### config.mk
export PLATFORM = sky130hd
export DESIGN_NAME = medac_front
export DESIGN_NICKNAME = d
export VERILOG_FILES = /design/src/rtl/medac_pkg.sv /design/src/rtl/medac_front.sv
export SDC_FILE = /design/constraint.sdc
export NUM_CORES = 1
export LEC_CHECK = 0
export BUFFER_PORTS_ARGS = -buffer_cell sky130_fd_sc_hd__buf_2
export CAP_MARGIN = 20
export CORE_UTILIZATION = 23
export DETAILED_ROUTE_END_ITERATION = 12
export GPL_TIMING_DRIVEN = 0
export PLACE_DENSITY = 0.71
export SETUP_SLACK_MARGIN = 0.2
export SYNTH_ARGS = -nofsm -noshare
export SYNTH_HDL_FRONTEND = slang
export SYNTH_SLANG_ARGS = --single-unit
### constraint.sdc
create_clock -name clk -period 0.8 [get_ports clk]
set_input_delay 0 -clock clk [delete_from_list [all_inputs] [get_ports clk]]
set_output_delay 0 -clock clk [all_outputs]
set_load 0.1 [all_outputs]
### src/rtl/medac_pkg.sv
`timescale 1ns / 1ps
// ----------------------------------------------------------------------------
// medac_pkg: shared types and constants for the matrix element dot accumulate
// Command format passed from the front end to the execution engine, the
// engine state encoding and the fixed datapath widths.
// ----------------------------------------------------------------------------
package medac_pkg;

    localparam int IDX_W   = 4;
    localparam int DATA_W  = 32;
    localparam int LEN_W   = 5;
    localparam int PROD_W  = 2 * DATA_W;
    // Up to 31 products of magnitude at most 2^62 are summed exactly.
    localparam int ACC_W   = 68;
    localparam int FRAC_W  = 16;
    localparam int RND_W   = ACC_W - FRAC_W;
    localparam int TOT_W   = RND_W + 1;
    localparam int QUEUE_DEPTH = 2;

    localparam logic signed [ACC_W-1:0] ROUND_HALF = ACC_W'(32768);
    localparam logic signed [TOT_W-1:0] SAT_MAX = TOT_W'(64'sh7FFF_FFFF);
    localparam logic signed [TOT_W-1:0] SAT_MIN = -TOT_W'(64'sh8000_0000);

    typedef enum logic [1:0] {
        OPC_WRITE_A = 2'd0,
        OPC_WRITE_B = 2'd1,
        OPC_PROCESS = 2'd2,
        OPC_UNUSED  = 2'd3
    } opcode_t;

    typedef enum logic [1:0] {
        CMD_WR_A = 2'd0,
        CMD_WR_B = 2'd1,
        CMD_PROC = 2'd2
    } cmd_kind_t;

    typedef struct packed {
        cmd_kind_t          kind;
        logic [IDX_W-1:0]   row;
        logic [IDX_W-1:0]   col;
        logic [IDX_W-1:0]   pos;
        logic [DATA_W-1:0]  value;
        logic [LEN_W-1:0]   len;
    } cmd_t;

    typedef enum logic [2:0] {
        BK_IDLE,
        BK_RUN,
        BK_DRAIN,
        BK_ROUND,
        BK_SAT
    } bk_state_t;

endpackage

### src/rtl/medac_front.sv
`timescale 1ns / 1ps
// ----------------------------------------------------------------------------
// medac_front: request decode and classification
// Holds the vector length register, drops requests that have no effect and
// turns the rest into queue commands with the effective dot product length.
// ----------------------------------------------------------------------------
module medac_front #(
    parameter int A_ROWS  = 16,
    parameter int B_ROWS  = 16,
    parameter int VEC_MAX = 16
) (
    input  logic                                clk,
    input  logic                                rst_n,
    input  logic                                start,
    input  logic [1:0]                          opcode,
    input  logic [medac_pkg::IDX_W-1:0]         row,
    input  logic [medac_pkg::IDX_W-1:0]         col,
    input  logic [medac_pkg::IDX_W-1:0]         pos,
    input  logic [medac_pkg::DATA_W-1:0]        value,
    input  logic                                cfg_we,
    input  logic [medac_pkg::LEN_W-1:0]         cfg_wdata,
    input  logic                                queue_full,
    output logic                                busy,
    output logic                                push,
    output medac_pkg::cmd_t                     push_cmd
);

    import medac_pkg::*;

    logic [LEN_W-1:0] vec_len_reg, vec_len_next;
    logic [LEN_W-1:0] eff_len;
    logic             row_ok, col_ok, pos_ok, keep;

    assign busy = queue_full;

    assign row_ok = (32'(row) < A_ROWS);
    assign col_ok = (32'(col) < B_ROWS);
    assign pos_ok = (32'(pos) < VEC_MAX);

    always_comb
    begin
        vec_len_next = cfg_we ? cfg_wdata : vec_len_reg;
        if (32'(vec_len_reg) > VEC_MAX)
            eff_len = LEN_W'(VEC_MAX);
        else
            eff_len = vec_len_reg;
    end

    always_comb
    begin
        push_cmd.row   = row;
        push_cmd.col   = col;
        push_cmd.pos   = pos;
        push_cmd.value = value;
        push_cmd.len   = '0;
        push_cmd.kind  = CMD_PROC;
        keep           = 1'b0;
        unique case (opcode_t'(opcode))
            OPC_WRITE_A:
            begin
                push_cmd.kind = CMD_WR_A;
                keep          = row_ok && pos_ok;
            end
            OPC_WRITE_B:
            begin
                push_cmd.kind = CMD_WR_B;
                keep          = col_ok && pos_ok;
            end
            OPC_PROCESS:
            begin
                push_cmd.kind = CMD_PROC;
                // An out of range row or column gives an empty dot product.
                push_cmd.len  = (row_ok && col_ok) ? eff_len : '0;
                keep          = 1'b1;
            end
            default:
            begin
                keep = 1'b0;
            end
        endcase
    end

    assign push = start && !queue_full && keep;

    always_ff @(posedge clk or negedge rst_n)
    begin
        if (!rst_n)
        begin
            vec_len_reg <= LEN_W'(16);
        end
        else
        begin
            vec_len_reg <= vec_len_next;
        end
    end

endmodule

* Word level (Yosys, flattened, before mapping) *
Cells that the tools add are included.

cells by class
  order comparisons = 1
  eq/ne operators = 2
  multiplexer cells = 4
  reduce and logical (&&, ||, !) cells = 5

operator list
  cell                                                              number
  5-bit 2-to-1 mux                                                  2
  5-bit > comparator (second input constant)                        1
  2-bit one-hot mux with 2 select lines                             1
  3-bit OR reduction                                                1
  2-bit by 1-bit == test with 1-bit output (second input constant)  1
  2-bit == test (second input constant)                             1
  1-bit logical AND                                                 2
  2-bit zero test                                                   1
  1-bit zero test                                                   1
  1-bit 2-to-1 mux                                                  1

word-level totals
  bits in registers = 5
  bits of input ports = 56
  output and inout port bits = 53
  logic and storage cells = 13

* Logic depth before layout (Yosys ltp) *
  depth after elaboration = 4
  mapped depth = 2
  gate-level depth less buffers = 2

* Least setup slack after synthesis *
OpenSTA, ideal clock, no wires.

  path kind = reg-to-output
  start = reg vec_len_reg[4]
  end = out push_cmd[0] in the netlist's numbering
  data arrival time = 2.576 ns
  required time = 0.800 ns
  setup slack = -1.776 ns
  stages on the path, launching flop included = 2
  buffers on the path = 0
  path through = dfstp_2 -> nor3b_1

RTL lines
  what                    RTL line           RTL
  from (decl)             medac_front.sv:30  logic [LEN_W-1:0] vec_len_reg, vec_len_next;
  from (signal assigned)  medac_front.sv:93  vec_len_reg <= vec_len_next;
  to (decl)               medac_front.sv:25  output medac_pkg::cmd_t push_cmd

==> results.json <==
{
  "hpwlAfterDp_microns": 1550,
  "synth_fa_ha_area_frac": 0,
  "netlist.top_cell.by_area": "buf_4",
  "startpoint_type": "register",
  "syn_area_per_cell_sq_um": 8.85,
  "critPathKind": "reg -> out",
  "synth_top_family_by_area": "buffers and inverters",
  "muxShareOfSynthArea": 0.0759,
  "synth_top_area_frac": 0.570,
  "peakVddDrop_mv": 1.02,
  "maxSlewHeadroom": 0.674,
  "hold_start": "cfg_wdata[3]",
  "antenna_found_initial": 0,
  "fin_crit_sh": 1.48,
  "holdPathEnd": "vec_len_reg[3]",
  "numCtsBuffers": 3,
  "drive_above_1_share": 0.935,
  "synth_area_sq_um": 593,
  "nets": 196,
  "viasPerCell": 3.80,
  "switching_share": 0.596,
  "whs_path_depth": 2,
  "yosys_warnings": 0,
  "maxCapViolations": 0,
  "synthXorXnorAreaFrac": 0,
  "core_sq_um": 2450,
  "cp_slowest_cell": "dfstp_2",
  "critPathCaptureType": "output port",
  "synth.area.top_cells": "buf_4, dfrtp_1, mux2_2, nor3b_1, dfstp_2",
  "place_congestion": 0.649,
  "synth_cells": 67,
  "grt_pass1_wl_microns": 2330,
  "die_w_microns": 52.8,
  "max_freq_mhz": 847,
  "port_buffers": 64,
  "antenna_cells": 0,
  "finClkSkew_ns": 0,
  "yosys.area_share.simple": 0.101,
  "p_int_mw": 0.872,
  "p_per_area_nw_per_um2": 1760,
  "setup_violations": 6,
  "seqPwrFrac": 0.140,
  "cts-root-buf": "clkbuf_4",
  "p_switching_mw": 1.29,
  "wl_per_cell_microns": 10.4,
  "grt.total_usage": 0.122,
  "grt_pass1_vias": 581,
  "drt_pass1_iterations": 2,
  "initial_core_util": 0.242,
  "rsz0062_at_grt": "true",
  "setup_ws_ns": -0.381,
  "worstPathRequired_ns": 0.80,
  "syn_nets": 123,
  "fin_util": 0.501,
  "worstMarginPinSlew_ns": 0.493,
  "dr_total_vias": 642,
  "ys_ff_latch": 5,
  "holdBufCountCts": 2,
  "gr-total-overflow": 0,
  "status": "finished with violations",
  "cp_num_buf_inv": 2,
  "drt-total-wl_microns": 1760,
  "clockPowerShare": 0.134,
  "grt_max_degree": 7,
  "clock_sinks": 5,
  "io_pins": 109,
  "reg2reg_to": "vec_len_reg[4]",
  "rows": 18,
  "cpLargestDelayFamily": "flip-flops",
  "hold-worst-slack_ns": -0.00904,
  "cp_max_fo": 3,
  "ff2ff_setup_slack_ns": -0.01,
  "largest_reg_flops": 5,
  "path_depth": 3,
  "combPwrFrac": 0.727,
  "cts.clk_slew.worst_paths_ns": 0.04,
  "die_height_microns": 52.8,
  "synth_seq_area_share": 0.213,
  "clockBufferDepth": 2,
  "synth.distinct_cells": 13,
  "cts_tree": "yes",
  "min_path_type": "in -> reg",
  "drc": 0,
  "hold_viol_final": 4,
  "ant_nets": 0,
  "clkLatencyLatePin_ns": 0.24,
  "cts-htree-levels": 1,
  "period_needed_ns": 1.18,
  "crit_chain": "buf_12, nor3b_4, buf_12",
  "p_leak_nw": 0.690,
  "report.final.slew_viol_count": 0,
  "r2r_start": "vec_len_reg[4]",
  "synth_compound_area_frac": 0.0211,
  "drt_iter0_drc": 2,
  "crit_arrival_ns": 1.18,
  "die_area_sq_um": 2790,
  "slowest_delay_ns": 0.39,
  "preCtsSetupSlack_ns": -0.453,
  "syn_to_final_growth_pct": 107,
  "r2r_cells": 2,
  "violations": "negative hold slack, negative setup slack",
  "crit_top_cell": "buf_12"
}
final cells by class:
type	count	area (sq um)
Fill cell	247	1220
Timing Repair Buffer	68	492
Buffer	46	343
Multi-Input combinational cell	14	198
Sequential cell	5	126
Tap cell	30	37.5
Clock buffer	4	26.3
Inverter	2	7.51
routing by layer:
metal  GRT usage  part of all wire
met5           0                 0
met4      0.0789                 0
met3      0.0464              0.11
met2       0.266              0.62
met1      0.0755              0.27
worst register-to-register path, cell delays in order (launching register included):
cell and delay [ns]:
dfstp_2 0.57, inv_2 0.07, o21ai_2 0.11
synth_stat cells:
| cell type | count |
|---|---|
| a211oi_1 | 1 |
| and2b_2 | 1 |
| buf_4 | 45 |
| clkbuf_1 | 1 |
| dfrtp_1 | 4 |
| dfstp_2 | 1 |
| inv_1 | 2 |
| mux2_2 | 4 |
| nand2_1 | 1 |
| nand2b_4 | 1 |
| nor2_1 | 1 |
| nor3b_1 | 4 |
| o21ai_0 | 1 |
power by group through the flow:
stage               clock (mW)  sequential [mW]  combinational [mW]
floorplan                    0            0.307                1.28
global placement             0            0.311                1.44
detailed placement           0            0.315                1.45
CTS                      0.307            0.302                1.56
global route             0.326            0.306                1.62
finish                   0.289            0.302                1.57
how the worst max path moves through the flow:
| stage | startpoint | to | slack (ns) |
|---|---|---|---|
| finish | vec_len_reg[4] | push_cmd[2] | -0.38 |
| global route | vec_len_reg[4] | push_cmd[2] | -0.44 |
| CTS | vec_len_reg[4] | push_cmd[3] | -0.39 |
| detailed placement | vec_len_reg[4] | push_cmd[4] | -0.45 |
| global placement | vec_len_reg[4] | push_cmd[4] | -0.44 |
| floorplan | vec_len_reg[4] | push_cmd[0] | -0.45 |
cells in the final DEF (no fill, tap or decap):
cell type,instances
clkbuf_1,1
clkbuf_2,1
buf_12,7
buf_4,48
dfstp_2,1
inv_2,1
buf_6,1
inv_1,1
dfrtp_1,4
buf_8,2
o21ai_2,1
nor2_4,1
nand2_1,1
mux2_4,3
and2b_2,1
nand2b_4,1
mux2_2,1
nor3b_4,4
buf_2,52
clkbuf_4,4
a211oi_4,1
dlygate4sd3_1,2
repair_timing:
action | in CTS | in global routing
setup buffers | 2 | 0
endpoints found under the setup margin | 14 | 13
hold endpoints to repair | 10 | 4
gates resized for setup | 34 | 7
pin swaps | 2 | 1
per-stage QoR:
stage	cells	hold WS, ns	TNS (ns)	area (sq um)	total power, mW
after global placement	161	-0.187	-1.50	1020	1.75
final	169	-0.00904	-1.88	1230	2.16
after floorplan	67	-0.296	-2.44	659	1.59
after global routing	169	-0.0282	-2.18	1230	2.25
after CTS	169	-0.0189	-1.92	1210	2.17
after detailed placement	161	-0.182	-1.61	1020	1.76
cells by family (layout without fill, tap and decap cells):
group,count (synthesis),in the layout
buffers and inverters,48,120
AO/OA/AOI/OAI,2,2
multiplexers,4,4
flip-flops,5,5
AND/OR/NAND/NOR,8,8
No activity file was read; power rests on OpenSTA's default activity.
