`src/rtl/medac_pkg.sv`:
```
`timescale 1ns / 1ps
// ----------------------------------------------------------------------------
// medac_pkg: shared types and constants for the matrix element dot accumulate
// Command format passed from the front end to the execution engine, the
// engine state encoding and the fixed datapath widths.
// ----------------------------------------------------------------------------
package medac_pkg;

    localparam int IDX_W   = 4;
    localparam int DATA_W  = 32;
    localparam int LEN_W   = 5;
    localparam int PROD_W  = 2 * DATA_W;
    // Up to 31 products of magnitude at most 2^62 are summed exactly.
    localparam int ACC_W   = 68;
    localparam int FRAC_W  = 16;
    localparam int RND_W   = ACC_W - FRAC_W;
    localparam int TOT_W   = RND_W + 1;
    localparam int QUEUE_DEPTH = 2;

    localparam logic signed [ACC_W-1:0] ROUND_HALF = ACC_W'(32768);
    localparam logic signed [TOT_W-1:0] SAT_MAX = TOT_W'(64'sh7FFF_FFFF);
    localparam logic signed [TOT_W-1:0] SAT_MIN = -TOT_W'(64'sh8000_0000);

    typedef enum logic [1:0] {
        OPC_WRITE_A = 2'd0,
        OPC_WRITE_B = 2'd1,
        OPC_PROCESS = 2'd2,
        OPC_UNUSED  = 2'd3
    } opcode_t;

    typedef enum logic [1:0] {
        CMD_WR_A = 2'd0,
        CMD_WR_B = 2'd1,
        CMD_PROC = 2'd2
    } cmd_kind_t;

    typedef struct packed {
        cmd_kind_t          kind;
        logic [IDX_W-1:0]   row;
        logic [IDX_W-1:0]   col;
        logic [IDX_W-1:0]   pos;
        logic [DATA_W-1:0]  value;
        logic [LEN_W-1:0]   len;
    } cmd_t;

    typedef enum logic [2:0] {
        BK_IDLE,
        BK_RUN,
        BK_DRAIN,
        BK_ROUND,
        BK_SAT
    } bk_state_t;

endpackage

```
`src/rtl/medac_queue.sv`:
```
`timescale 1ns / 1ps
// ----------------------------------------------------------------------------
// medac_queue: short command queue
// Decouples the request front end from the execution engine.
// ----------------------------------------------------------------------------
module medac_queue (
    input  logic            clk,
    input  logic            rst_n,
    input  logic            push,
    input  medac_pkg::cmd_t push_cmd,
    input  logic            pop,
    output medac_pkg::cmd_t head,
    output logic            not_empty,
    output logic            full
);

    import medac_pkg::*;

    localparam int PTR_W = (QUEUE_DEPTH > 1) ? $clog2(QUEUE_DEPTH) : 1;
    localparam int CNT_W = $clog2(QUEUE_DEPTH + 1);

    cmd_t             entry_reg [QUEUE_DEPTH];
    logic [PTR_W-1:0] wr_ptr_reg, wr_ptr_next;
    logic [PTR_W-1:0] rd_ptr_reg, rd_ptr_next;
    logic [CNT_W-1:0] count_reg, count_next;

    function automatic logic [PTR_W-1:0] ptr_inc(input logic [PTR_W-1:0] p);
        logic [PTR_W-1:0] r;
        if (int'(p) == QUEUE_DEPTH - 1)
            r = '0;
        else
            r = p + PTR_W'(1);
        return r;
    endfunction

    assign head      = entry_reg[rd_ptr_reg];
    assign not_empty = (count_reg != '0);
    assign full      = (int'(count_reg) == QUEUE_DEPTH);

    always_comb
    begin
        wr_ptr_next = push ? ptr_inc(wr_ptr_reg) : wr_ptr_reg;
        rd_ptr_next = pop  ? ptr_inc(rd_ptr_reg) : rd_ptr_reg;
        count_next  = count_reg;
        if (push && !pop)
            count_next = count_reg + CNT_W'(1);
        else if (pop && !push)
            count_next = count_reg - CNT_W'(1);
    end

    always_ff @(posedge clk or negedge rst_n)
    begin
        if (!rst_n)
        begin
            wr_ptr_reg <= '0;
            rd_ptr_reg <= '0;
            count_reg  <= '0;
        end
        else
        begin
            wr_ptr_reg <= wr_ptr_next;
            rd_ptr_reg <= rd_ptr_next;
            count_reg  <= count_next;
        end
    end

    always_ff @(posedge clk)
    begin
        if (push)
        begin
            entry_reg[wr_ptr_reg] <= push_cmd;
        end
    end

endmodule

```
`config.mk`:
```
export PLATFORM = sky130hd
export DESIGN_NAME = medac_queue
export DESIGN_NICKNAME = d
export VERILOG_FILES = /design/src/rtl/medac_pkg.sv /design/src/rtl/medac_queue.sv
export SDC_FILE = /design/constraint.sdc
export NUM_CORES = 1
export LEC_CHECK = 0
export ABC_AREA = 1
export BUFFER_PORTS_ARGS = -buffer_cell sky130_fd_sc_hd__buf_2
export CORE_UTILIZATION = 50
export DETAILED_ROUTE_END_ITERATION = 8
export MAX_ROUTING_LAYER = met4
export PLACE_DENSITY = 0.87
export SETUP_SLACK_MARGIN = 0.05
export SLEW_MARGIN = 30
export SYNTH_ARGS = -nofsm -noshare
export SYNTH_HDL_FRONTEND = slang
export SYNTH_SLANG_ARGS = --single-unit
```
`constraint.sdc`:
```
create_clock -name clk -period 3.5 [get_ports clk]
set_input_delay 0.175 -clock clk [delete_from_list [all_inputs] [get_ports clk]]
set_output_delay 0.175 -clock clk [all_outputs]
set_load 0.01 [all_outputs]
```
# [Word level (Yosys, flattened, before mapping)]
# Memory sizes are Yosys's and may differ from the RTL's.
# Cells that the tools add are included.
[op_classes] addsub=4 mul=0 n_div=0 magnitude_cmp=0 eq_ne=1 n_shift=0 n_mux=6 bitwise=0 n_reduce_logical=6
[ops] operator="$mux 1" n=4
[ops] operator="$mux 2" n=2
[ops] operator="$reduce_bool 2->1" n=2
[ops] operator="$add 1x1->1 const B" n=2
[ops] operator="$add 2x1->2 const B" n=1
[ops] operator="$eq 2x2->1 const B" n=1
[ops] operator="$logic_and 1x1->1" n=2
[ops] operator="$logic_not 1->1" n=2
[ops] operator="$sub 2x1->2 const B" n=1
[word_totals] register_bits=4 latchBits=0 ram_bits=102 romBits=0 n_memories=1
[memory_table] memory="entry_reg" words=2 width=51 read_ports=1 rd_ports_with_merged_regs=0 write_ports=1 line="medac_queue.sv:22" source="cmd_t entry_reg [QUEUE_DEPTH];"

# [Depth between registers and ports, before layout]
[depth] ltp_word=4 mapped_depth=7

# [Least setup slack after synthesis]
# No wires, ideal clock.
[synth_timing] path_type="register to register" start="register wr_ptr_reg" end="memory entry_reg[0][0] (netlist name), enable pin" setup_ps=461 arrival_ps=2549 required_time_ps=3039 slack_ps=490 stages_incl_launch_ff=2 n_path_buf=0 period_less_slack_ps=3010 cell_sequence="dfrtp_1 nor2_1"
[synth_lines] item="from (decl)" line="medac_queue.sv:23" source="logic [PTR_W-1:0] wr_ptr_reg, wr_ptr_next;"
[synth_lines] item="from (signal assigned)" line="medac_queue.sv:61" source="wr_ptr_reg <= wr_ptr_next;"
[synth_lines] item="to (decl)" line="medac_queue.sv:22"
# Straight into the memory's write port.

==> results summary <==
The fraction of layout instances using a drive strength above 1 is 0.5178. The part of the Yosys area used for sequential elements came out at 0.7642. The number of rows in the core area is 32. The post-cts sizing count came out at 0.

The setup fix buffers added after clock tree synthesis is 0. For this design the ratio of total power to cell area is around 710 nW/um^2. Measured against its own limit, the worst slew margin works out to 0.3731. For this design the static power due to leakage is roughly 2.2 nW. The number of antenna diodes in the final layout is 0. The core area is roughly 7800 sq um. The sequential cell area came out at 3167 sq um.

The post-route setup TNS came out at 0 ns. The number of global-route vias before repair came to 2034. In this run the worst hold path is classified as in2reg. The final critical-path share of the clock period came out at 0.6183. The initial antenna violation count came out at 0.

The max-cap check violation count is 0. The pin count of the biggest net entering global routing is 53. Once layout is complete, the utilization of the core stands at 0.6725. IR analysis of the VDD net gives a maximum drop of 622.1 uV. The congestion estimate from routability-driven global placement came to around 0.68. The fraction of registers with async set/reset is 0.03774. The quantity of I/O buffers inserted on ports is about 110.

The worst slack after detailed placement is approximately 1.7 ns. The arrival time at the worst endpoint is between 1.5 and 2 ns. The floorplan step defined a die boundary enclosing 8646 sq um. The H-tree generated during clock tree synthesis spans 3 levels.

The total count of hold-check failures in the final report is 0. The area fraction in and, or, nand and nor cells after synthesis came out at 0.009976. The clock sink total is about 110.

The first-pass GRT wire length came out at 8942 microns. No sink is reached through more buffers than the 2 on the longest clock path. The growth of design area from synthesis to finish came out at 27.51%. The startpoint identified for the worst hold timing path is push_cmd[23]. The remaining global-route overflow came out at 0.

After synthesis, the largest family of logic cells by area is multiplexers. The worst setup skew after layout is between 0.007 and 0.008 ns. The CTS buffer count came out at 9. The total number of vias is approximately 2100. The post-route minimum period came out at 2.164 ns.

The number of distinct standard cells referenced by the synthesized netlist came out at 14. The violation count after the first detailed-route iteration came out at 53. The critical path class is reg2out.

108 I/O pins were placed. The average via count per standard cell is roughly 4.8. The worst hold path terminates at entry_reg[0][23]$_DFFE_PP_. The aggregate global-route resource usage came out at 0.1459. The register with the most flip-flops in the layout has between 100 and 150 of them. CTS placed an instance of clkbuf_8 at the clock tree root. The area of the multi-input gates is around 850 sq um. Counting every net in the synthesized netlist gives 240. The worst reg-to-reg setup slack is between 1.5 and 2 ns.

The routed wire length came out at between 6000 and 7000 microns. In the synthesized netlist the dominant register cell turns out to be edfxtp_1. The number of instances in the synthesized netlist came out at between 150 and 200. The remaining antenna violation count after routing came out at 0. Setup repair after global routing left no endpoint under its margin.

The clock input transition at the sequential cells of the worst setup and hold paths is approximately 0.090 ns. The post-synth design cell area is slightly above 4000 sq um. For this configuration, the core starts out at a cell density of 0.5274. The height of the die came out at ~93 microns. For this run, design rule violations remaining after detail routing come to 0. The synthesis warning total came out at 0.

Counting cells, the worst reg-to-reg path comes to 2. At the later pin of the worst-skew pair, clock insertion delay measures about 0.35 ns. TritonCTS built the clock tree. The hold-critical path depth is 1.

The mean routed wirelength per cell came out at 14.58 microns. Detailed placement ended at an HPWL of just under 4000 microns. The maximum achievable frequency came out at 0.4621 GHz. STA classifies the critical path endpoint as a primary output.

The pin slew with the least headroom to its limit came out at 0.9403 ns. Of the total synthesized cell area, the portion taken by XOR and XNOR cells is 0.006348. The max-slew violation count is 0. The total setup violations reported at the end of the flow came out at 0. The capture instance of the worst register-to-register path is entry_reg[0][34]$_DFFE_PP_. The adder and majority cell fraction of the synthesized area came out at 0.003023. The critical-path maximum fanout came out at 52. The multiplexer area fraction after synthesis came out at 0.1832.

The compound-gate portion of the synthesized area came out at 0. At the worst endpoint, the required time is about 3.3 ns. The filler cell count in the final layout came out at 549. The critical register-to-register path startpoint is wr_ptr_reg$_DFFE_PN0P_. The number of nets in the layout came out at 390. STA classifies the critical path startpoint as a register. The setup slack of the critical path after layout is ~1.3 ns. The flow ran to the end, and the final reports show no timing, DRC or antenna violations. Counting flops with a built-in enable in the synthesized netlist gives 102. The first-pass iteration count of the detailed router is 4. Measured along the x axis, the die boundary spans between 90 and 100 microns. The synthesized area per cell is approximately 22 sq um. The number of synthesized register bits is 106.
-- metal layers --
metal  up-vias  share of wire  track usage
met2        77           0.55       0.2610
met5         -              0            -
met3         9          0.046      0.04472
li1       1005              -            -
met1      1000           0.39       0.1524
met4         0          0.010      0.05000
-- layout make-up --
cell class / count / share of cell area
inverter: 7 / 0.005453
tap: 102 / 0.02418
sequential: 106 / 0.6000
clock inverter: 6 / 0.01114
timing repair buffer: 145 / 0.1754
multi-input combinational: 65 / 0.1603
clock buffer: 9 / 0.02347
-- stage by stage --
step / hold slack [ns] / instances / total power, W / instance area (sq um)
final: 0.01657 / 440 / 0.003746 / 5278
after detailed placement: -0.006756 / 388 / 0.003072 / 4725
after CTS: 0.0006004 / 413 / 0.003761 / 5007
after global placement: -0.01474 / 388 / 0.003037 / 4722
after floorplan: -0.1206 / 184 / 0.002790 / 4139
after global routing: -0.007244 / 440 / 0.003930 / 5278
-- synthesized netlist by cell type, types with 2 or more instances --
cell type  number  area, sq um
edfxtp_1      102         3063
mux2_4         49        735.7
inv_1           7        26.28
nand2_1         6        22.52
buf_12          5        100.1
dfrtp_1         4        100.1
mux2_2          2        22.52
nor2_1          2        7.510
xor2_1          2        17.52
-- cells by family (layout without fill, tap and decap cells) --
family        count (synthesis)  after routing
flops                       106            106
mux                          51             51
xor+xnor                      3              3
buf+inv                      13            167
simple gates                 10             10
fa+ha+maj                     1              1
-- worst max-delay path by stage --
stage / start / to / slack (ns) / cells after the start
final: rd_ptr_reg$_DFFE_PN0P_ / head[30] / 1.34 / 2
after global routing: rd_ptr_reg$_DFFE_PN0P_ / head[31] / 1.27 / 2
after floorplan: wr_ptr_reg$_DFFE_PN0P_ / entry_reg[0][0]$_DFFE_PP_ / 0.49 / 1
after CTS: rd_ptr_reg$_DFFE_PN0P_ / head[30] / 1.32 / 2
after global placement: rd_ptr_reg$_DFFE_PN0P_ / head[30] / 1.72 / 2
after detailed placement: rd_ptr_reg$_DFFE_PN0P_ / head[30] / 1.71 / 2
-- power breakdown --
part	total [W]	switching (W)	internal, W
Combinational	0.00114	0.000460	0.000681
Clock	0.000693	0.000371	0.000322
Sequential	0.00191	0.000227	0.00169
-- layout by cell type, fill, tap and decap left out --
cell type	synthesis	layout
buf_12	5	1
buf_2	0	107
bufinv_16	0	1
clkbuf_8	0	9
clkinv_1	0	2
clkinv_2	0	1
clkinv_4	0	1
clkinvlp_4	0	1
dfrtp_1	4	3
dfrtp_4	0	1
dlygate4sd3_1	0	37
edfxtp_1	102	102
ha_1	1	1
inv_1	7	6
inv_4	0	1
mux2_2	2	2
mux2_4	49	49
nand2_1	6	6
nand3_1	1	1
nand4_1	1	1
nor2_1	2	1
nor2_4	0	1
xnor2_1	1	1
xor2_1	2	2
-- repair_timing --
action	CTS	global route
hold buffers	10	27
setup endpoints to repair	0	0
hold endpoints to repair	21	48
-- critical path: stages, from the launching register on --
cell,delay (ns)
dfrtp_4,1.05
mux2_2,0.42
buf_2,0.14
Power figures use the tool's default switching activity.
